--- config.mk ---
export PLATFORM = sky130hd
export DESIGN_NAME = utf8_cyrillic_case_fold
export DESIGN_NICKNAME = d
export VERILOG_FILES = /design/src/rtl/ucf_pkg.sv /design/src/rtl/utf8_cyrillic_case_fold.sv /design/src/rtl/ucf_in_reg.sv /design/src/rtl/ucf_fold.sv /design/src/rtl/ucf_out_fifo.sv
export SDC_FILE = /design/constraint.sdc
export NUM_CORES = 1
export LEC_CHECK = 0
export ABC_AREA = 0
export BUFFER_PORTS_ARGS = -buffer_cell sky130_fd_sc_hd__buf_2
export CAP_MARGIN = 40
export CELL_PAD_IN_SITES_DETAIL_PLACEMENT = 1
export CELL_PAD_IN_SITES_GLOBAL_PLACEMENT = 2
export CORE_MARGIN = 10
export CORE_UTILIZATION = 36
export CTS_CLUSTER_DIAMETER = 150
export DETAILED_ROUTE_END_ITERATION = 10
export PLACE_DENSITY = 0.87
export SYNTH_ARGS = -nofsm -noshare
export SYNTH_HDL_FRONTEND = slang
export SYNTH_SLANG_ARGS = --single-unit
--- constraint.sdc ---
create_clock -name clk -period 6.5 [get_ports clk]
set_input_delay 0.975 -clock clk [delete_from_list [all_inputs] [get_ports clk]]
set_output_delay 0.975 -clock clk [all_outputs]
set_load 0.02 [all_outputs]
--- src/rtl/ucf_pkg.sv ---
// ----------------------------------------------------------------------------
// ucf_pkg
// Shared types and constants of the UTF-8 Cyrillic case fold block.
// ----------------------------------------------------------------------------
`timescale 1ns / 1ps

package ucf_pkg;

  localparam int UCF_ADDR_W = 3;
  localparam logic REG_FOLD_TO_UPPER = 1'b0;

  localparam logic [7:0] LEAD_D0     = 8'hD0;
  localparam logic [7:0] LEAD_D1     = 8'hD1;
  localparam logic [7:0] CASE_DELTA  = 8'h20;
  localparam logic [7:0] YO_UP_TRAIL = 8'h81;
  localparam logic [7:0] YO_LO_TRAIL = 8'h91;

  typedef struct packed {
    logic [7:0] data;
    logic       last;
  } ucf_word_t;

  typedef struct packed {
    logic [1:0] num;
    ucf_word_t  w0;
    ucf_word_t  w1;
  } ucf_push_t;

endpackage

--- src/rtl/utf8_cyrillic_case_fold.sv ---
// ----------------------------------------------------------------------------
// utf8_cyrillic_case_fold
// Upper/lower case conversion of a UTF-8 byte stream, ASCII and Cyrillic.
// ----------------------------------------------------------------------------
// Input channel in_valid/in_ready carries one word per handshake: in_byte and
// in_last. Output channel out_valid/out_ready delivers one word per handshake:
// out_byte and out_last, same count and order as the input. A D0/D1 lead byte
// not marked last is held and leaves together with its trail byte.
// The APB port writes fold_to_upper at address 0 (1 upper, 0 lower); write it
// only while the stream is idle.
// An accepted word passes through the input register and the fold logic into
// the result queue before it appears; a held lead appears with its trail.
// Throughput: one word per cycle in and out unless the receiver stalls, set
// by the single fold stage feeding a four-word result queue that absorbs the
// two-word pair bursts. Reset clears the held lead, the queue and fold_to_upper.
// When the receiver stalls the queue fills; in_ready drops once the input
// register holds a word and fewer than two queue entries are free, and
// recovers as soon as words drain.
// ----------------------------------------------------------------------------
`timescale 1ns / 1ps

module utf8_cyrillic_case_fold
  import ucf_pkg::*;
(
  input  logic                  clk,
  input  logic                  rst_n,
  input  logic                  in_valid,
  output logic                  in_ready,
  input  logic [7:0]            in_byte,
  input  logic                  in_last,
  output logic                  out_valid,
  input  logic                  out_ready,
  output logic [7:0]            out_byte,
  output logic                  out_last,
  input  logic                  cfg_psel,
  input  logic                  cfg_penable,
  input  logic                  cfg_pwrite,
  input  logic [UCF_ADDR_W-1:0] cfg_paddr,
  input  logic [31:0]           cfg_pwdata,
  output logic [31:0]           cfg_prdata,
  output logic                  cfg_pready
);

  logic      fold_to_upper_r;
  logic      fold_to_upper_nxt;
  logic      cfg_sel;
  logic      space;
  logic      word_valid;
  ucf_word_t word;
  ucf_push_t push;

  assign cfg_pready = 1'b1;
  assign cfg_sel    = cfg_paddr[UCF_ADDR_W-1] == REG_FOLD_TO_UPPER;
  assign cfg_prdata = cfg_sel ? {31'd0, fold_to_upper_r} : 32'd0;
  assign fold_to_upper_nxt =
    (cfg_psel && cfg_penable && cfg_pwrite && cfg_pready && cfg_sel) ?
    cfg_pwdata[0] : fold_to_upper_r;

  always_ff @(posedge clk) begin
    if (!rst_n) begin
      fold_to_upper_r <= 1'b0;
    end else begin
      fold_to_upper_r <= fold_to_upper_nxt;
    end
  end

  ucf_in_reg u_in_reg (
    .clk        (clk),
    .rst_n      (rst_n),
    .in_valid   (in_valid),
    .in_ready   (in_ready),
    .in_byte    (in_byte),
    .in_last    (in_last),
    .advance    (space),
    .word_valid (word_valid),
    .word       (word)
  );

  ucf_fold u_fold (
    .clk           (clk),
    .rst_n         (rst_n),
    .fold_to_upper (fold_to_upper_r),
    .word_valid    (word_valid),
    .word          (word),
    .advance       (space),
    .push          (push)
  );

  ucf_out_fifo u_out_fifo (
    .clk       (clk),
    .rst_n     (rst_n),
    .push      (push),
    .space     (space),
    .out_valid (out_valid),
    .out_ready (out_ready),
    .out_byte  (out_byte),
    .out_last  (out_last)
  );

endmodule

--- src/rtl/ucf_in_reg.sv ---
// ----------------------------------------------------------------------------
// ucf_in_reg
// Input register stage: captures one word and holds it until it advances.
// ----------------------------------------------------------------------------
`timescale 1ns / 1ps

module ucf_in_reg
  import ucf_pkg::*;
(
  input  logic       clk,
  input  logic       rst_n,
  input  logic       in_valid,
  output logic       in_ready,
  input  logic [7:0] in_byte,
  input  logic       in_last,
  input  logic       advance,
  output logic       word_valid,
  output ucf_word_t  word
);

  logic      valid_r;
  logic      valid_nxt;
  ucf_word_t word_r;

  assign in_ready   = !valid_r || advance;
  assign valid_nxt  = in_ready ? in_valid : valid_r;
  assign word_valid = valid_r;
  assign word       = word_r;

  always_ff @(posedge clk) begin
    if (!rst_n) begin
      valid_r <= 1'b0;
    end else begin
      valid_r <= valid_nxt;
    end
  end

  always_ff @(posedge clk) begin
    if (in_valid && in_ready) begin
      word_r.data <= in_byte;
      word_r.last <= in_last;
    end
  end

endmodule

--- src/rtl/ucf_fold.sv ---
// ----------------------------------------------------------------------------
// ucf_fold
// Case fold logic: ASCII letters, held D0/D1 lead and Cyrillic pair rules.
// ----------------------------------------------------------------------------
`timescale 1ns / 1ps

module ucf_fold
  import ucf_pkg::*;
(
  input  logic      clk,
  input  logic      rst_n,
  input  logic      fold_to_upper,
  input  logic      word_valid,
  input  ucf_word_t word,
  input  logic      advance,
  output ucf_push_t push
);

  logic       held_r;
  logic       held_nxt;
  logic       d1_r;
  logic       d1_nxt;
  logic [7:0] lead;
  logic [7:0] trail;
  logic [7:0] b;
  logic [7:0] ascii_out;

  assign b = word.data;

  always_comb begin
    ascii_out = b;
    if (fold_to_upper) begin
      if (b inside {[8'h61:8'h7A]}) ascii_out = b - CASE_DELTA;
    end else begin
      if (b inside {[8'h41:8'h5A]}) ascii_out = b + CASE_DELTA;
    end
  end

  always_comb begin
    lead  = d1_r ? LEAD_D1 : LEAD_D0;
    trail = b;
    if (fold_to_upper) begin
      if (!d1_r && (b inside {[8'hB0:8'hBF]})) begin
        trail = b - CASE_DELTA;
      end else if (d1_r && (b inside {[8'h80:8'h8F]})) begin
        lead  = LEAD_D0;
        trail = b + CASE_DELTA;
      end else if (d1_r && b == YO_LO_TRAIL) begin
        lead  = LEAD_D0;
        trail = YO_UP_TRAIL;
      end
    end else begin
      if (!d1_r && (b inside {[8'h90:8'h9F]})) begin
        trail = b + CASE_DELTA;
      end else if (!d1_r && (b inside {[8'hA0:8'hAF]})) begin
        lead  = LEAD_D1;
        trail = b - CASE_DELTA;
      end else if (!d1_r && b == YO_UP_TRAIL) begin
        lead  = LEAD_D1;
        trail = YO_LO_TRAIL;
      end
    end
  end

  always_comb begin
    held_nxt     = held_r;
    d1_nxt       = d1_r;
    push.num     = 2'd0;
    push.w0.data = ascii_out;
    push.w0.last = word.last;
    push.w1.data = trail;
    push.w1.last = word.last;
    if (word_valid && advance) begin
      if (held_r) begin
        push.num     = 2'd2;
        push.w0.data = lead;
        push.w0.last = 1'b0;
        held_nxt     = 1'b0;
        d1_nxt       = 1'b0;
      end else if ((b == LEAD_D0 || b == LEAD_D1) && !word.last) begin
        held_nxt = 1'b1;
        d1_nxt   = (b == LEAD_D1);
      end else begin
        push.num = 2'd1;
      end
    end
  end

  always_ff @(posedge clk) begin
    if (!rst_n) begin
      held_r <= 1'b0;
      d1_r   <= 1'b0;
    end else begin
      held_r <= held_nxt;
      d1_r   <= d1_nxt;
    end
  end

endmodule

--- src/rtl/ucf_out_fifo.sv ---
// ----------------------------------------------------------------------------
// ucf_out_fifo
// Result queue: takes up to two words a cycle, delivers one word a cycle while out_ready is high.
// ----------------------------------------------------------------------------
`timescale 1ns / 1ps

module ucf_out_fifo
  import ucf_pkg::*;
(
  input  logic       clk,
  input  logic       rst_n,
  input  ucf_push_t  push,
  output logic       space,
  output logic       out_valid,
  input  logic       out_ready,
  output logic [7:0] out_byte,
  output logic       out_last
);

  localparam int DEPTH = 4;
  localparam int PTR_W = $clog2(DEPTH);

  ucf_word_t        mem_r [DEPTH];
  logic [PTR_W-1:0] wr_ptr_r;
  logic [PTR_W-1:0] wr_ptr_nxt;
  logic [PTR_W-1:0] rd_ptr_r;
  logic [PTR_W-1:0] rd_ptr_nxt;
  logic [PTR_W:0]   count_r;
  logic [PTR_W:0]   count_nxt;
  logic             pop;
  logic [PTR_W-1:0] wr_ptr_p1;

  assign space      = count_r <= (PTR_W+1)'(DEPTH - 2);
  assign out_valid  = count_r != '0;
  assign pop        = out_valid && out_ready;
  assign out_byte   = mem_r[rd_ptr_r].data;
  assign out_last   = mem_r[rd_ptr_r].last;
  assign wr_ptr_p1  = wr_ptr_r + PTR_W'(1);
  assign wr_ptr_nxt = wr_ptr_r + PTR_W'(push.num);
  assign rd_ptr_nxt = rd_ptr_r + PTR_W'(pop);
  assign count_nxt  = count_r + (PTR_W+1)'(push.num) - (PTR_W+1)'(pop);

  always_ff @(posedge clk) begin
    if (!rst_n) begin
      wr_ptr_r <= '0;
      rd_ptr_r <= '0;
      count_r  <= '0;
    end else begin
      wr_ptr_r <= wr_ptr_nxt;
      rd_ptr_r <= rd_ptr_nxt;
      count_r  <= count_nxt;
    end
  end

  always_ff @(posedge clk) begin
    if (push.num != 2'd0) begin
      mem_r[wr_ptr_r] <= push.w0;
    end
    if (push.num == 2'd2) begin
      mem_r[wr_ptr_p1] <= push.w1;
    end
  end

endmodule

After elaboration in Yosys (flattened, before gate mapping)
Memories as Yosys holds them, arrays and structs flattened. A register that Yosys moved wholly into a read port is not among the register bits.
Cells that the tools add are included.
{"block": "word_totals", "ff_bits": 20, "mem_bits_rw": 36, "in_bits": 51, "output_inout_bits": 44, "elab_cells": 96, "mem_count": 1}
{"block": "op_classes", "addsub": 7, "n_lt_le_gt_ge": 13, "n_eq_ne": 5, "mux": 32, "bitwise_logic": 1, "reduce_logical": 28}
{"name": "u_out_fifo.mem_r", "words": 4, "word_bits": 9, "read_ports": 1, "rd_ports_with_merged_regs": 1, "wr": 2, "line": "ucf_out_fifo.sv:23", "source": "ucf_word_t mem_r [DEPTH];"}
{"operator": "8-bit two-way mux", "count": 17}
{"operator": "8-bit equality test, second input constant", "count": 4}
{"operator": "8-bit >= comparator, second input constant", "count": 4}
{"operator": "8-bit <= comparator, second input constant", "count": 4}
{"operator": "1-bit logical AND", "count": 19}
{"operator": "8-bit by 7-bit >= comparator with 1-bit output, second input constant", "count": 2}
{"operator": "8-bit by 7-bit <= comparator with 1-bit output, second input constant", "count": 2}
{"operator": "1-bit two-way mux", "count": 11}
{"operator": "11-bit two-way mux", "count": 1}
{"operator": "9-bit two-way mux", "count": 1}
{"operator": "8-bit by 6-bit adder with 8-bit output, second input constant", "count": 1}
{"operator": "8-bit by 6-bit subtractor with 8-bit output, second input constant", "count": 1}
{"operator": "2-bit two-way mux", "count": 2}
{"operator": "2-bit nonzero test", "count": 2}
{"operator": "3-bit by 2-bit adder with 3-bit output", "count": 1}
{"operator": "3-bit by 2-bit <= comparator with 1-bit output, second input constant", "count": 1}
{"operator": "1-bit zero test", "count": 3}
{"operator": "3-bit nonzero test", "count": 1}
{"operator": "3-bit by 1-bit subtractor with 3-bit output", "count": 1}
{"operator": "2-bit by 1-bit adder with 2-bit output", "count": 1}
{"operator": "2-bit by 1-bit adder with 2-bit output, second input constant", "count": 1}
{"operator": "2-bit adder", "count": 1}
{"operator": "2-bit equality test, second input constant", "count": 1}
{"operator": "1-bit logical OR", "count": 2}
{"operator": "other kinds (2)", "count": 2}

Longest topological paths before layout
Gate-level depths: netlist of run 1.
{"block": "logic_depth", "ltp_word": 11, "mapped_depth": 11, "depth_no_buf": 10}

By module
From an unflattened synthesis of run 1, not the netlist that was laid out.
{"block": "unflattened", "hier_cells": 282, "hier_area_um2": 3498.4}
{"mod": "ucf_out_fifo", "instances": 1, "cells_each": 133, "area_per_inst_um2": 2235.9, "seq_area_each_um2": 1221.2}
{"mod": "ucf_fold", "instances": 1, "cells_each": 95, "area_per_inst_um2": 619.3, "seq_area_each_um2": 40.0}
{"mod": "ucf_in_reg", "instances": 1, "cells_each": 14, "area_per_inst_um2": 327.8, "seq_area_each_um2": 290.3}
{"mod": "utf8_cyrillic_case_fold", "instances": 1, "cells_each": 40, "area_per_inst_um2": 315.3, "seq_area_each_um2": 20.0}

Worst setup path after synthesis of run 1
Ideal clock, no wire load.
{"block": "synth_path", "path_type": "register to register", "startpoint": "register u_in_reg.word_r (netlist bit u_in_reg.word[3])", "endpoint": "register u_out_fifo.count_r[2]", "setup_ns": 0.115, "arrival_time_ns": 2.228, "required_time_ns": 6.385, "setup_slack_ns": 4.157, "stages_incl_launch_ff": 12, "n_path_buf": 1, "period_less_slack_ns": 2.343, "cell_sequence": "edfxtp_1 > buf_6 > or3_4 > nor3_4 > nor3_1 > inv_1 > ha_1 > inv_1 > ha_1 > fa_1 > xnor2_1 > and2_1"}
{"block": "synth_via", "elab_chain_len": 8, "elab_cells_between_ends": 9, "classes_between": "2 x add/sub; 2 x eq/ne; 3 x mux; 2 x reduce/logical"}
{"item": "start, declared", "line": "ucf_in_reg.sv:23", "source": "ucf_word_t word_r;"}
{"item": "8-bit equality test", "line": "ucf_fold.sv:80", "source": "end else if ((b == LEAD_D0 || b == LEAD_D1) && !word.last) begin"}
{"item": "1-bit logical OR *", "line": "ucf_fold.sv:80"}
{"item": "1-bit logical AND *", "line": "ucf_fold.sv:80"}
{"item": "1-bit two-way mux *", "line": "ucf_fold.sv:80"}
{"item": "2-bit two-way mux *", "line": "ucf_fold.sv:74", "source": "if (held_r) begin"}
{"item": "11-bit two-way mux *", "line": "ucf_fold.sv:73", "source": "if (word_valid && advance) begin"}
{"item": "3-bit by 2-bit adder with 3-bit output *", "line": "ucf_out_fifo.sv:41", "source": "assign count_nxt = count_r + (PTR_W+1)'(push.num) - (PTR_W+1)'(pop);"}
{"item": "3-bit by 1-bit subtractor with 3-bit output *", "line": "ucf_out_fifo.sv:41"}
{"item": "end signal, assigned", "line": "ucf_out_fifo.sv:51", "source": "count_r <= count_nxt;"}
{"item": "end, declared", "line": "ucf_out_fifo.sv:28", "source": "logic [PTR_W:0] count_r;"}
Mark *: on every way between the ends. The rest lies on a longest branch, timed or not.
A chain may end at the register's enable or synchronous reset.

==> results.ini, run 1 <==
[synthesis]
yosysUniqueCellTypes = 62
yosys_register_bits = 56
synth_area_sq_um = 3330
yosys.area.top_type = edfxtp_1
synth_ff_type = edfxtp_1
synth_warnings = 0
synth_cells = 289
yosysTopAreaCellShare = 0.406
yosysSeqAreaShare = 0.472
synth-edff-count = 45
syn_area_per_cell_sq_um = 11.5
async_flop_share = 0
ys_top_cells_by_area = edfxtp_1 41%, buf_4 8.1%, dfxtp_1 6.6%, mux4_2 6.1%, and2_1 4.1%

[die]
core-area_sq_um = 9110
die_area_sq_um = 13500
ios = 95
initial_core_util = 0.366
die_w_um = 116
die_y_um = 116
rows = 35

[final_layout]
fin_cells = 422
area_growth_pct = 5.22
antenna_cells = 0
nNetsFinal = 371
drive_gt1_frac = 0.215
fin_area_sq_um = 3500

[grt]
first_global_vias = 2188
grt_pass1_wl_mm = 11.5
antenna_found_initial = 0
grt_overflow_total = 0
track_usage = 0.108
grt_max_degree = 20

[clock_network]
htree_levels = 2
worstSkewPairLatency_ps = 310
root_buffer = clkbuf_8
cts.sinks = 56
cts_setup_buffers = 0
cts_tree = yes
cts.hold.buffers_added = 0
clk_pin_slew_worst_paths_ps = 110
clockBufferDepth = 2
cts_inserted_buffers = 5
cts_resized = 0

[detailed_routing]
num_vias = 2114
drt_pass1_iterations = 4
wl_per_cell_um = 17.5
drc = 0
routed_via_density = 5.01
drt_wl_total_mm = 7.39
first_iter_violations = 44
ant_nets = 0

[power]
p_clk_frac = 0.216
power-per-cell-area_nw_per_um2 = 266
p_leak_nw = 1.32
ir_drop_v = 0.0000903
pwr-share-comb = 0.279
swShare = 0.335
p_sw_mw = 0.313
p_int_mw = 0.620
pwr-share-seq = 0.505

[worst_setup_path]
endpoint_kind = primary output
r2r_start = u_out_fifo.count_r[1]$_SDFF_PN0_
worstSetupPathType = reg -> out
cp-startpoint = u_out_fifo.rd_ptr_r[0]$_SDFF_PN0_
cp_data_arrival_time_ps = 1850
critPathMaxFanout = 10
worst_path_largest_cell_delay_ps = 760
cp_cell_sequence = mux4_2 -> buf_2
required_ps = 5520
slowest_stage = dfxtp_1
start_kind = flip-flop

[outcome]
status = completed

[sta]
tightest_slew_ps = 661
slew_violations = 0
period_minus_slack_ps = 2830
fin_crit_sh = 0.435
final.setup.tns_ps = 0
hold_viol_final = 0
slew_headroom = 0.556
max_freq_mhz = 354
setup_viol_count_final = 0
clock-skew-final_ps = 5.57
rsz0062_at_grt = no

[worst_hold_path]
holdCritPathClass = reg -> reg
min_from = u_fold.held_r$_SDFFE_PN0N_

[placement]
place_hpwl_mm = 5.72
placedCellCount = 414
placed_cell_area_sq_um = 3410
place.gp.congestion = 0.781
numPortBuffers = 29

[flow_run]
maxCapViolations = 0

[synth_stat cells (all sizes together) (2+ instances only)]
cell	n
nor2	14
and2	26
nor2b	3
dfxtp	11
ha	9
or4	2
a21oi	20
nand2	14
nand2b	2
inv	15
nor3	5
a21boi	2
nand4	3
clkbuf	3
o21ai	6
mux4	9
or3	2
nand3	5
a21o	6
conb	2
o311a	2
buf	44
xnor2	4
nor4	2
a31oi	5
edfxtp	45
and3	2
mux2	5
[stage by stage]
step                utilization  total power [mW]  hold slack [ps]  setup WS (ps)
floorplan                     -             0.688              466           4160
global placement          0.372             0.734              482           3930
detailed placement        0.374             0.747              514           3870
CTS                       0.385             0.948              530           3590
global route              0.385             0.994              576           3500
finish                    0.385             0.933              525           3670
[cells in the final DEF, fill, tap and decap left out, types with 3 or more instances in the layout]
cell type / count
edfxtp_1: 45
conb_1: 32
buf_2: 29
and2_1: 22
a21oi_1: 19
inv_1: 14
nand2_1: 14
nor2_1: 14
dfxtp_1: 11
mux4_2: 9
ha_1: 9
a21o_1: 6
a31oi_1: 5
nand3_1: 5
o21ai_1: 5
clkbuf_8: 5
nor3_1: 4
and2_2: 4
mux2_1: 4
xnor2_1: 4
nor2b_1: 3
nand4_1: 3
[power groups by stage]
stage          combinational, mW  sequential, mW  clock, mW
2_1_floorplan              0.246           0.442          0
3_3_place_gp               0.255           0.479          0
3_5_place_dp               0.265           0.482          0
4_1_cts                    0.266           0.474      0.208
5_1_grt                    0.289           0.480      0.224
6_report                   0.260           0.471      0.201
[layout make-up]
| type | instances | area (sq um) |
|---|---|---|
| inverters | 15 | 56.3 |
| repair buffers | 31 | 160 |
| multi-input cells | 201 | 1480 |
| flip-flops and latches | 56 | 1570 |
| fillers | 1036 | 5610 |
| well taps | 111 | 139 |
| clock buffers | 5 | 68.8 |
| clock inverters | 3 | 27.5 |
[final timing paths]
path	endpoint	slack (ps)	cells after the start
worst max-delay path	out_byte[0]	3670	2
worst min-delay path	u_fold.held_r$_SDFFE_PN0N_	520	2
worst max register to register	u_out_fifo.mem_r[2][1]$_DFFE_PP_	3880	5
worst min register to register	u_fold.held_r$_SDFFE_PN0N_	520	2
[layer usage]
layer / up-vias / GRT usage / share of wire
met5: - / 0 / 0
met4: 0 / 0.0367 / 0.013
met3: 6 / 0.0216 / 0.044
met2: 59 / 0.190 / 0.51
met1: 1031 / 0.129 / 0.43
li1: 1018 / - / -
[logic make-up after synthesis]
| logic type | after synthesis | synth area share |
|---|---|---|
| AND/OR/NAND/NOR | 86 | 0.160 |
| adder cells (fa/ha/maj) | 10 | 0.0398 |
| buffers and inverters | 62 | 0.117 |
| multiplexers | 15 | 0.0819 |
| AO/OA/AOI/OAI | 53 | 0.113 |
| other | 2 | 0.00226 |
| XOR/XNOR | 5 | 0.0132 |
| flip-flops | 56 | 0.472 |
[state kept, by name (all words and copies together), names as in the netlist, 2 cells and up]
| name | flops |
|---|---|
| u_out_fifo.rd_ptr_r | 2 |
| u_in_reg.word | 9 |
| u_out_fifo.count_r | 3 |
| u_out_fifo.wr_ptr_r | 2 |
| u_out_fifo.mem_r | 36 |
[worst max-delay path: cells and delay by family (launching register included)]
kind | cells | cell delay, ps
buffers and inverters | 1 | 180
flip-flops | 1 | 760
multiplexers | 1 | 600
No activity file was read; power rests on OpenSTA's default activity.
==> run 2: changes to the inputs <==
- CORE_UTILIZATION: 36 -> 30
- PLACE_DENSITY: 0.87 -> 0.78
- clock period: 6.5 -> 2.55 ns (I/O delays scaled with it)
==> results.ini, run 2 (synthesized netlist as in run 1, its figures left out) <==
[outcome]
status = completed  ; unchanged

[detailed_routing]
routed_via_density = 4.69  ; was 5.01
first_iter_violations = 83  ; was 44
drt_wl_total_mm = 7.55  ; was 7.39 mm
wl_met2_mm = 3.94  ; was 3.78 mm
wl_per_cell_um = 16.3  ; was 17.5 um
drt-met1-wl_mm = 3.21  ; was 3.19 mm
drc = 0  ; unchanged
ant_nets = 0  ; unchanged
dr_wl_met3_um = 308  ; was 324 um
highest_layer = met4  ; unchanged
num_vias = 2178  ; was 2114
drt_pass1_iterations = 4  ; unchanged

[worst_setup_path]
ff2ff_path_depth = 10  ; was 5
r2r_start = u_in_reg.word[3]$_DFFE_PP_  ; was u_out_fifo.count_r[1]$_SDFF_PN0_
crit_family = simple AND/OR/NAND/NOR gates  ; was flip-flops
critPathMaxFanout = 2  ; was 10
r2r_slack_ps = 220  ; was 3880 ps
timing.rr.end = u_out_fifo.count_r[2]$_SDFF_PN0_  ; was u_out_fifo.mem_r[2][1]$_DFFE_PP_
endpoint_kind = flip-flop  ; was primary output
worstSetupPathType = reg -> reg  ; was reg -> out
slowest_stage = or3_4  ; was dfxtp_1
required_ps = 2770  ; was 5520 ps
cp_data_arrival_time_ps = 2550  ; was 1850 ps
cp_cell_sequence = or3_4 -> nor3_4 -> nor3_1 -> inv_1 -> ha_1 -> inv_1 -> ha_1 -> fa_1 -> xnor2_1 -> and2_1  ; was mux4_2 -> buf_2
start_kind = flip-flop  ; unchanged
worst_path_largest_cell_delay_ps = 420  ; was 760 ps
cp_num_buf_inv = 2  ; was 1

[clock_network]
cts_inserted_buffers = 5  ; unchanged
cts_tree = yes  ; unchanged
clockBufferDepth = 2  ; unchanged
cts_setup_buffers = 0  ; unchanged
cts.sinks = 56  ; unchanged
htree_levels = 2  ; unchanged
worstSkewPairLatency_ps = 320  ; was 310 ps
clk_pin_slew_worst_paths_ps = 100  ; was 110 ps
root_buffer = clkbuf_8  ; unchanged

[placement]
place_hpwl_mm = 5.91  ; was 5.72 mm
numPortBuffers = 29  ; unchanged
place.gp.congestion = 0.839  ; was 0.781

[final_layout]
largest_register_ffs = 36  ; unchanged
area_growth_pct = 9.36  ; was 5.22%
drive_gt1_frac = 0.250  ; was 0.215
antenna_cells = 0  ; unchanged
final_common_cell = edfxtp_1  ; unchanged
fin_util = 0.336  ; was 0.385
nNetsFinal = 384  ; was 371
largest_register = u_out_fifo.mem_r  ; unchanged
final_cell_mix = 45 x edfxtp_1, 32 x conb_1, 29 x buf_2  ; unchanged

[grt]
grt_pass1_wl_mm = 12.2  ; was 11.5 mm
grt_max_degree = 20  ; unchanged
track_usage = 0.0932  ; was 0.108
first_global_vias = 2351  ; was 2188
grt_overflow_total = 0  ; unchanged
antenna_found_initial = 0  ; unchanged

[die]
core-area_sq_um = 10800  ; was 9110 sq um
die_w_um = 125  ; was 116 um
die_y_um = 125  ; was 116 um
initial_core_util = 0.307  ; was 0.366
die_area_sq_um = 15700  ; was 13500 sq um
rows = 38  ; was 35
ios = 95  ; unchanged

[worst_hold_path]
holdPathEnd = u_in_reg.word[3]$_DFFE_PP_  ; was u_fold.held_r$_SDFFE_PN0N_
holdCritPathClass = in -> reg  ; was reg -> reg
whs_path_depth = 1  ; was 2
min_from = in_byte[2]  ; was u_fold.held_r$_SDFFE_PN0N_

[sta]
slew_violations = 0  ; unchanged
hold_viol_final = 0  ; unchanged
final.setup.tns_ps = 0  ; unchanged
rsz0062_at_grt = no  ; unchanged
fin_crit_sh = 0.915
max_freq_mhz = 429
tightest_slew_ps = 583  ; was 661 ps
slew_headroom = 0.608  ; was 0.556
period_minus_slack_ps = 2330
clock-skew-final_ps = 9.36  ; was 5.57 ps
setup_viol_count_final = 0  ; unchanged

[power]
p_leak_nw = 1.39  ; was 1.32 nW
power-per-cell-area_nw_per_um2 = 663  ; was 266 nW/um^2
ir_drop_v = 0.000239  ; was 0.0000903 V

[flow_run]
maxCapViolations = 0  ; unchanged

## run 2: area by class of cell
type | instances | area, sq um
flip-flops and latches | 56 | 1570
fillers | 1224 | 7200
clock inverters | 3 | 27.5
clock buffers | 5 | 68.8
repair buffers | 44 | 258
multi-input cells | 201 | 1480
inverters | 15 | 56.3
well taps | 140 | 175
## run 2: worst max path at each step
stage,startpoint,cells past startpoint,slack [ps],to
global route,u_out_fifo.count_r[1]$_SDFF_PN0_,10,60,u_out_fifo.count_r[2]$_SDFF_PN0_
CTS,u_out_fifo.count_r[1]$_SDFF_PN0_,10,90,u_out_fifo.count_r[2]$_SDFF_PN0_
detailed placement,u_out_fifo.count_r[1]$_SDFF_PN0_,10,110,u_out_fifo.count_r[2]$_SDFF_PN0_
global placement,u_out_fifo.count_r[1]$_SDFF_PN0_,10,210,u_out_fifo.count_r[2]$_SDFF_PN0_
finish,u_in_reg.word[3]$_DFFE_PP_,10,220,u_out_fifo.count_r[2]$_SDFF_PN0_
floorplan,u_in_reg.word[3]$_DFFE_PP_,11,210,u_out_fifo.count_r[2]$_SDFF_PN0_
## run 2: routing by layer
layer	GRT usage	up-vias
li1	-	1044
met4	0.0305	0
met1	0.105	1081
met5	0	-
met2	0.169	47
met3	0.0203	6
## run 2: what timing repair did
action,4_1_cts,5_1_grt
endpoints found under the setup margin,0,1
hold buffers,0,0
gates resized for setup,0,1
## run 2: power by group
part	switching [mW]	internal [mW]	total [mW]
sequential	0.0597	1.08	1.14
clock	0.312	0.202	0.515
combinational	0.437	0.325	0.763
total	0.809	1.61	2.41
## run 2: metrics by stage
stage	worst slack, ps	hold WS, ps	std cells	cell area (sq um)	power, mW
2_1_floorplan	207	466	319	3440	1.75
3_3_place_gp	211	489	454	3530	1.91
3_5_place_dp	114	512	456	3540	1.94
4_1_cts	92.8	233	464	3640	2.45
5_1_grt	58.5	220	464	3640	2.56
6_report	216	240	464	3640	2.41
==> run 3: changes to the inputs <==
- ABC_CLOCK_PERIOD_IN_PS: unset -> 2550
- CORE_MARGIN: 10 -> 1.5
==> results.ini, run 3 (synthesized netlist as in run 1, its figures left out) <==
[outcome]
status = completed  ; unchanged

[detailed_routing]
wl_per_cell_um = 15.0  ; was 16.3 um
drc = 0  ; unchanged
drt_wl_total_mm = 6.95  ; was 7.55 mm
ant_nets = 0  ; unchanged
first_iter_violations = 79  ; was 83
drt_pass1_iterations = 4  ; unchanged
num_vias = 2132  ; was 2178
routed_via_density = 4.59  ; was 4.69

[worst_setup_path]
cp_cell_sequence = or3_4 -> nor3_4 -> nor3_1 -> inv_1 -> ha_1 -> inv_1 -> ha_1 -> fa_1 -> xnor2_1 -> and2_1  ; unchanged
r2r_slack_ps = 190  ; was 220 ps
cp_data_arrival_time_ps = 2580  ; was 2550 ps
critPathMaxFanout = 4  ; was 2
timing.rr.end = u_out_fifo.count_r[2]$_SDFF_PN0_  ; unchanged
r2r_start = u_in_reg.word[3]$_DFFE_PP_  ; unchanged
slowest_stage = or3_4  ; unchanged
ff2ff_path_depth = 10  ; unchanged
worst_path_largest_cell_delay_ps = 420  ; about the same
worstSetupPathType = reg -> reg  ; unchanged
endpoint_kind = flip-flop  ; unchanged
required_ps = 2770  ; about the same
start_kind = flip-flop  ; unchanged

[clock_network]
cts_inserted_buffers = 5  ; unchanged
worstSkewPairLatency_ps = 330  ; was 320 ps
htree_levels = 2  ; unchanged
clk_pin_slew_worst_paths_ps = 100  ; about the same
clockBufferDepth = 2  ; unchanged
root_buffer = clkbuf_8  ; unchanged
cts_resized = 0  ; unchanged
cts.sinks = 56  ; unchanged
cts_tree = yes  ; unchanged

[worst_hold_path]
holdCritPathClass = in -> reg  ; unchanged
min_from = in_byte[6]  ; was in_byte[2]
whs_path_depth = 1  ; unchanged
holdPathEnd = u_in_reg.word[7]$_DFFE_PP_  ; was u_in_reg.word[3]$_DFFE_PP_

[grt]
track_usage = 0.126  ; was 0.0932
grt_pass1_wl_mm = 11.2  ; was 12.2 mm
grt_max_degree = 20  ; unchanged
first_global_vias = 2155  ; was 2351
antenna_found_initial = 0  ; unchanged
grt_overflow_total = 0  ; unchanged

[final_layout]
final_cell_mix = 45 x edfxtp_1, 32 x conb_1, 29 x buf_2  ; unchanged
fin_area_sq_um = 3630  ; was 3640 sq um
area_growth_pct = 9.17  ; was 9.36%
largest_register_ffs = 36  ; unchanged
nFillCells = 1231  ; was 1224
nNetsFinal = 384  ; unchanged
final_common_cell = edfxtp_1  ; unchanged
drive_gt1_frac = 0.247  ; was 0.250
antenna_cells = 0  ; unchanged
largest_register = u_out_fifo.mem_r  ; unchanged

[power]
ir_drop_v = 0.000225  ; was 0.000239 V
p_leak_nw = 1.39  ; about the same
power-per-cell-area_nw_per_um2 = 666  ; was 663 nW/um^2

[sta]
fin_crit_sh = 0.926  ; was 0.915
slew_violations = 0  ; unchanged
max_freq_mhz = 423  ; was 429 MHz
slew_headroom = 0.601  ; was 0.608
tightest_slew_ps = 594  ; was 583 ps
final.setup.tns_ps = 0  ; unchanged
clock-skew-final_ps = 18.4  ; was 9.36 ps
period_minus_slack_ps = 2360  ; was 2330 ps
setup_viol_count_final = 0  ; unchanged
rsz0062_at_grt = no  ; unchanged
hold_viol_final = 0  ; unchanged

[placement]
place_hpwl_mm = 5.29  ; was 5.91 mm
placed_cell_area_sq_um = 3540  ; unchanged
place.gp.congestion = 0.857  ; was 0.839
numPortBuffers = 29  ; unchanged

[die]
die_area_sq_um = 11700  ; was 15700 sq um
core-area_sq_um = 10800  ; unchanged
ios = 95  ; unchanged
initial_core_util = 0.307  ; unchanged
die_y_um = 108  ; was 125 um
rows = 38  ; unchanged
die_w_um = 108  ; was 125 um

[flow_run]
maxCapViolations = 0  ; unchanged

[run 3: timing repair]
item                                    4_1_cts  5_1_grt
endpoints found under the setup margin        0        1
setup buffers                                 0        0
hold buffers                                  0        0
[run 3: worst max-delay path by stage]
| stage | slack (ps) | to | depth (start not counted) | startpoint |
|---|---|---|---|---|
| floorplan | 210 | u_out_fifo.count_r[2]$_SDFF_PN0_ | 11 | u_in_reg.word[3]$_DFFE_PP_ |
| global placement | 190 | u_out_fifo.count_r[2]$_SDFF_PN0_ | 10 | u_in_reg.word[3]$_DFFE_PP_ |
| detailed placement | 150 | u_out_fifo.count_r[2]$_SDFF_PN0_ | 10 | u_in_reg.word[3]$_DFFE_PP_ |
| CTS | 120 | u_out_fifo.count_r[2]$_SDFF_PN0_ | 10 | u_in_reg.word[3]$_DFFE_PP_ |
| global route | 40 | u_out_fifo.count_r[2]$_SDFF_PN0_ | 10 | u_in_reg.word[3]$_DFFE_PP_ |
| finish | 190 | u_out_fifo.count_r[2]$_SDFF_PN0_ | 10 | u_in_reg.word[3]$_DFFE_PP_ |
[run 3: area by class of cell]
type	count	area [sq um]	share of cell area
Sequential cell	56	1570	0.432
Multi-Input combinational cell	201	1480	0.407
Timing Repair Buffer	44	258	0.0709
Tap cell	140	175	0.0482
Clock buffer	5	68.8	0.0189
Inverter	15	56.3	0.0155
Clock inverter	3	25.0	0.00688
[run 3: per-layer routing]
metal | share of wire | up-vias | global-route usage
li1 | - | 1049 | -
met4 | 0.028 | 0 | 0.0573
met5 | 0 | - | 0
met2 | 0.50 | 58 | 0.217
met1 | 0.44 | 1013 | 0.159
met3 | 0.034 | 12 | 0.0145
[run 3: power breakdown]
| part | leakage, nW | switching (mW) | internal, mW | total, mW |
|---|---|---|---|---|
| clock network | 0.0452 | 0.322 | 0.201 | 0.523 |
| logic | 0.839 | 0.429 | 0.333 | 0.762 |
| registers | 0.504 | 0.0577 | 1.08 | 1.14 |
| total | 1.39 | 0.809 | 1.61 | 2.42 |
[run 3: metrics by stage]
stage	util	setup WS [ps]	power, mW	cells	hold slack, ps
2_1_floorplan	-	207	1.75	319	466
3_3_place_gp	0.325	187	1.91	454	490
3_5_place_dp	0.327	150	1.93	456	498
4_1_cts	0.335	116	2.47	464	208
5_1_grt	0.335	43.1	2.57	464	216
6_report	0.335	189	2.42	464	228
[run 3: worst max-delay path: cells and delay by family, from the launching register on]
kind | cells | cell delay (ps)
xor+xnor | 1 | 140
fa+ha+maj | 3 | 700
buf+inv | 2 | 110
flops | 1 | 400
simple gates | 4 | 930
